## src/rtl/core/assert_macros.svh

```systemverilog
// ---------------------------------------------------------------------------
// Assertion macros
// Clocked concurrent assertion forms shared by the RTL.
// ---------------------------------------------------------------------------
`ifndef ASSERT_MACROS_SVH
`define ASSERT_MACROS_SVH

// check on every rising edge outside reset
`define ASSERT_CLK(lbl, prop, msg) \
  lbl: assert property (@(posedge clk) disable iff (rst) (prop)) else $error(msg);

// check on every rising edge, reset included
`define ASSERT_ALWAYS(lbl, prop, msg) \
  lbl: assert property (@(posedge clk) (prop)) else $error(msg);

`endif

```

## src/rtl/core/stbs_pkg.sv

```systemverilog
// ---------------------------------------------------------------------------
// Sorted table search package
// Shared types and codes for the controller and the datapath.
// ---------------------------------------------------------------------------
`default_nettype none

package stbs_pkg;

  localparam int TABLE_DEPTH = 256;
  localparam int IDX_W       = 8;
  localparam int KEY_IN_W    = 32;
  localparam int CNT_W       = 9;
  localparam int CFG_IDX_W   = 1;
  localparam int CFG_DATA_W  = 9;

  localparam logic OP_WRITE  = 1'b0;
  localparam logic OP_SEARCH = 1'b1;

  localparam logic [CFG_IDX_W-1:0] REG_ENTRY_COUNT    = 1'b0;
  localparam logic [CFG_IDX_W-1:0] REG_COMPARE_SIGNED = 1'b1;

  typedef enum logic [1:0] {
    ST_IDLE,
    ST_SEARCH,
    ST_DONE
  } stbs_state_t;

  typedef struct packed {
    logic wr;
    logic start;
    logic step;
    logic out_load;
  } stbs_cmd_t;

  typedef struct packed {
    logic count_zero;
    logic finish;
    logic out_full;
  } stbs_sts_t;

endpackage

`default_nettype wire

```

## src/rtl/core/stbs_ctrl.sv

```systemverilog
// ---------------------------------------------------------------------------
// Sorted table search controller
// Sequences item intake, the probe loop and result hand-over.
// ---------------------------------------------------------------------------
`default_nettype none

module stbs_ctrl (
  input  wire logic                clk,
  input  wire logic                rst,
  input  wire logic                in_valid,
  input  wire logic                in_op,
  output logic                     in_ready,
  input  wire stbs_pkg::stbs_sts_t sts,
  output stbs_pkg::stbs_cmd_t      cmd
);
  import stbs_pkg::*;

  stbs_state_t state;
  stbs_state_t state_next;

  always_ff @(posedge clk) begin
    if (rst) begin
      state <= ST_IDLE;
    end else begin
      state <= state_next;
    end
  end

  always_comb begin
    state_next = state;
    cmd        = '0;
    in_ready   = 1'b0;
    unique case (state)
      ST_IDLE: begin
        in_ready = 1'b1;
        if (in_valid) begin
          if (in_op == OP_SEARCH) begin
            cmd.start  = 1'b1;
            state_next = sts.count_zero ? ST_DONE : ST_SEARCH;
          end else begin
            cmd.wr = 1'b1;
          end
        end
      end
      ST_SEARCH: begin
        cmd.step = 1'b1;
        if (sts.finish) begin
          state_next = ST_DONE;
        end
      end
      ST_DONE: begin
        if (!sts.out_full) begin
          cmd.out_load = 1'b1;
          state_next   = ST_IDLE;
        end
      end
      default: begin
        state_next = ST_IDLE;
      end
    endcase
  end

endmodule

`default_nettype wire

```

## config.mk

```make
export PLATFORM = sky130hd
export DESIGN_NAME = stbs_ctrl
export DESIGN_NICKNAME = d
export VERILOG_FILES = /design/src/rtl/core/assert_macros.svh /design/src/rtl/core/stbs_pkg.sv /design/src/rtl/core/stbs_ctrl.sv
export SDC_FILE = /design/constraint.sdc
export NUM_CORES = 1
export LEC_CHECK = 0
export ABC_AREA = 0
export BUFFER_PORTS_ARGS = -buffer_cell sky130_fd_sc_hd__buf_2
export CAP_MARGIN = 20
export CORE_AREA = 3 3 40 42
export CTS_CLUSTER_SIZE = 12
export DETAILED_ROUTE_END_ITERATION = 8
export DIE_AREA = 0 0 43 45
export PLACE_DENSITY = 0.39
export RECOVER_POWER = 50
export SYNTH_ARGS = -nofsm -noshare
export SYNTH_HDL_FRONTEND = slang
export SYNTH_SLANG_ARGS = --single-unit
export TNS_END_PERCENT = 50
```

## constraint.sdc

```tcl
create_clock -name clk -period 1.54 [get_ports clk]
set_input_delay 0.308 -clock clk [delete_from_list [all_inputs] [get_ports clk]]
set_output_delay 0.308 -clock clk [all_outputs]
set_load 0.01 [all_outputs]
```

==> impl_summary.md <==
Synth
By area, the combinational part of the netlist is dominated by simple AND/OR/NAND/NOR gates. In the synthesized netlist, the number of instances is 17. Of the post-synthesis cell area, the part taken by muxes is 0. Synthesis instantiated 13 different standard cells from the library.

Counting flops and latches in the post-synthesis netlist gives 2. The total of warnings raised by yosys is 0. The share of synthesized cell area in full adder, half adder and majority cells is 0. In this run the cell area of the synthesized design comes to 137.6 µm². The fraction of the mapped netlist area in compound gates is 0.3273. Synthesis produced a netlist with a net count of 24. The mean instance size in the synthesized netlist is 8.096 µm². Of the synthesized area, sequential elements account for 0.2909. Of the total synthesized cell area, the portion taken by AND, OR, NAND and NOR gates is 0.3545.

The xor/xnor cell area share of the yosys netlist is 0.

Floorplanning
After floorplanning, the core was divided into 13 placement rows. The die is 43 µm wide. The total area inside the core boundary comes to 1285 µm². Pin placement for this block handled 12 I/O pins. The starting utilization of the core area is 0.1071.

The die is 45 µm tall. The floorplan die area is 1935 µm².

Routing
The final route contains 174 vias. Using the TritonRoute via totals, the vias-per-cell ratio works out to 3.783. The detail-routed net length per standard cell is 9.696 µm. The violation count after the first detailed-route iteration is 1. The number of iterations in the first detailed-routing pass is 2.

Once detail routing completed, the nets flagged for antenna violations numbered 0. The routed wire length is 446 µm. The residual DRC count is 0.

Placement
The total cell area at the placement stage is 211.5 µm². The count of input and output buffers is 11. The routability congestion estimate is 0.6636.

Prior to clock tree synthesis, the placed netlist has a worst setup slack of 0.3937 ns. In this run, placement finished with an instance count of 43. The detailed-placement wirelength estimate is 340.4 µm.

Global routing
For this run, global-route usage on met2 was measured as 0.08982. The met3 usage is 0.02390. The aggregate global routing overflow is 0. The initial antenna violation count was 0. The highest-utilization routing layer at the global route stage is met4.

For this run, the total global-route usage over all layers was measured as 0.06151. Entering global routing, the biggest net connects 9 pins. The via count of the first global-routing pass came to 189. The met1 track demand over resource in global routing is 0.05516. The first global-routing pass estimated 779 µm of wire.

Final layout
After filler insertion, the fill cell instance count of the layout stands at 153. The largest registers in the layout are state (2). The number of flip-flops under the largest register name is 2.

The library cell used most frequently in the layout, excluding fill and tap cells, is sky130_fd_sc_hd__buf_2. The register with the highest flop count is state. The finished cells cover 221.5 µm². The count of cells in the finished layout, fillers not included, comes to 46. The number of antenna diodes in the final layout is 0.

In the layout the commonest cells are 10 x sky130_fd_sc_hd__buf_2, 3 x sky130_fd_sc_hd__nor2_1, 3 x sky130_fd_sc_hd__clkbuf_4. The layout cell share with drive strength beyond 1 is 0.4839. The area growth from synthesis to layout is 60.91%. The count of nets after finishing is 40.

Pwr
VDD sags by at most 0.2040 mV. The static power due to leakage is 0.1077 nW. For this design the ratio of total power to cell area is 1017 nW/µm².

STA
The max-slew violation count is 0. The worst path needs 1.374 ns of the cycle, external delays included. Setup repair after global routing left no endpoint under its margin. The worst pin sits at a relative slew slack of 0.8190. The ratio of final minimum period to clock period is 0.8924.

The number of hold-slack violations in the final timing report is 0. The final-report setup violation count is 0. The pin slew with the least headroom to its limit is 0.2712 ns. The setup TNS is 0 ns. Setup slack on the critical path of the routed design comes to 0.1657 ns. The clock arrives with 0.001530 ns of skew. The highest clock frequency the design can meet is 0.7276 GHz.

Critical path
The buffer and inverter count on the worst path is 1. The required time of the worst setup path is 1.23 ns. Walking the worst path, the cells encountered are nor4b_1 > buf_2. Tracing the worst setup path back leads to its startpoint at state[0].

The slowest stage of the critical path is the sky130_fd_sc_hd__dfxtp_1 cell. STA classifies the critical path startpoint as a flip-flop. The arrival time at the worst endpoint is 1.07 ns. Of all nets on the critical path, the largest fanout is 7. The critical path class is reg -> out. The gate family responsible for the most delay along the worst path is flip-flops. The source of the worst register-to-register timing path is state[1].

The largest single stage delay on the critical path is 0.37 ns. The kind of capture point of the worst setup path is an output pin.

Clock network
Clock-pin slew was measured on the worst setup and hold paths at 0.03 ns. In this run, post-CTS repair resized a total of 0 instances. The number of buffers on the longest clock path is 2.

Post-CTS timing repair inserted 0 buffers for setup. After clock tree synthesis, the flow added hold-fix buffers numbering 0. Counting every sink on the clock net gives 2.

The root buffer cell chosen for the clock tree is sky130_fd_sc_hd__clkbuf_4. In this run the number of H-tree levels came out at 1. Clock tree synthesis inserted a total of 3 buffers. The CTS tree is done. Clock latency on the worst-skew pair, taken at its later pin, is 0.22 ns.

Hold path
The origin of the worst min-delay path is rst. The class of the worst hold path is in -> reg.

Status
The run finished with clean final reports.

Run
The max-cap check violation count is 0.
==> final timing paths <==
kind              slack [ns]  cells after the start  endpoint
setup reg to reg        0.55                      2  state[1]
hold / removal          0.27                      2  state[1]
setup / recovery        0.17                      2    cmd[3]
hold reg to reg         0.66                      2  state[1]
==> metrics by stage <==
step | util | power, mW | hold slack, ns
2_1_floorplan | - | 0.09549 | 0.3742
3_3_place_gp | 0.1646 | 0.1210 | 0.4918
3_5_place_dp | 0.1646 | 0.1199 | 0.4959
4_1_cts | 0.1821 | 0.2394 | 0.2592
5_1_grt | 0.1723 | 0.2449 | 0.2940
6_report | 0.1723 | 0.2252 | 0.2733
==> routing by layer <==
metal  up-vias  routed length [µm]
li1         93                   -
met1        78                 216
met2         3                 227
met3         0                   2
met4         0                   0
met5         -                   0
==> Yosys cell counts <==
master | instances | area [µm²]
sky130_fd_sc_hd__nor2_1 | 3 | 11.26
sky130_fd_sc_hd__a21oi_1 | 2 | 10.01
sky130_fd_sc_hd__dfxtp_1 | 2 | 40.04
sky130_fd_sc_hd__a221oi_2 | 1 | 15.01
sky130_fd_sc_hd__and3_1 | 1 | 6.260
sky130_fd_sc_hd__inv_2 | 1 | 3.750
sky130_fd_sc_hd__nand2_1 | 1 | 3.750
sky130_fd_sc_hd__nand2b_2 | 1 | 8.760
sky130_fd_sc_hd__nand3_1 | 1 | 5.000
sky130_fd_sc_hd__nor3_1 | 1 | 5.000
sky130_fd_sc_hd__nor4b_1 | 1 | 8.760
sky130_fd_sc_hd__o211ai_2 | 1 | 12.51
sky130_fd_sc_hd__o21bai_1 | 1 | 7.510
==> final cells by class <==
type	count	area [µm²]	share of cell area
Clock buffer	3	22.52	0.1017
Inverter	1	3.754	0.01695
Multi-Input combinational cell	14	82.58	0.3729
Sequential cell	2	40.04	0.1808
Tap cell	15	18.77	0.08475
Timing Repair Buffer	11	53.80	0.2429
==> where the power goes <==
part | total [mW] | internal, mW | switching, mW
logic | 0.0465 | 0.0232 | 0.0233
clock network | 0.113 | 0.0858 | 0.0275
registers | 0.0654 | 0.0565 | 0.00886
total | 0.225 | 0.166 | 0.0597
==> logic make-up (layout without fill, tap and decap cells) <==
kind of cell           Yosys count  after routing
buffers and inverters            1             15
flip-flops                       2              2
AO/OA/AOI/OAI                    5              5
AND/OR/NAND/NOR                  9              9
Power figures use the tool's default switching activity.
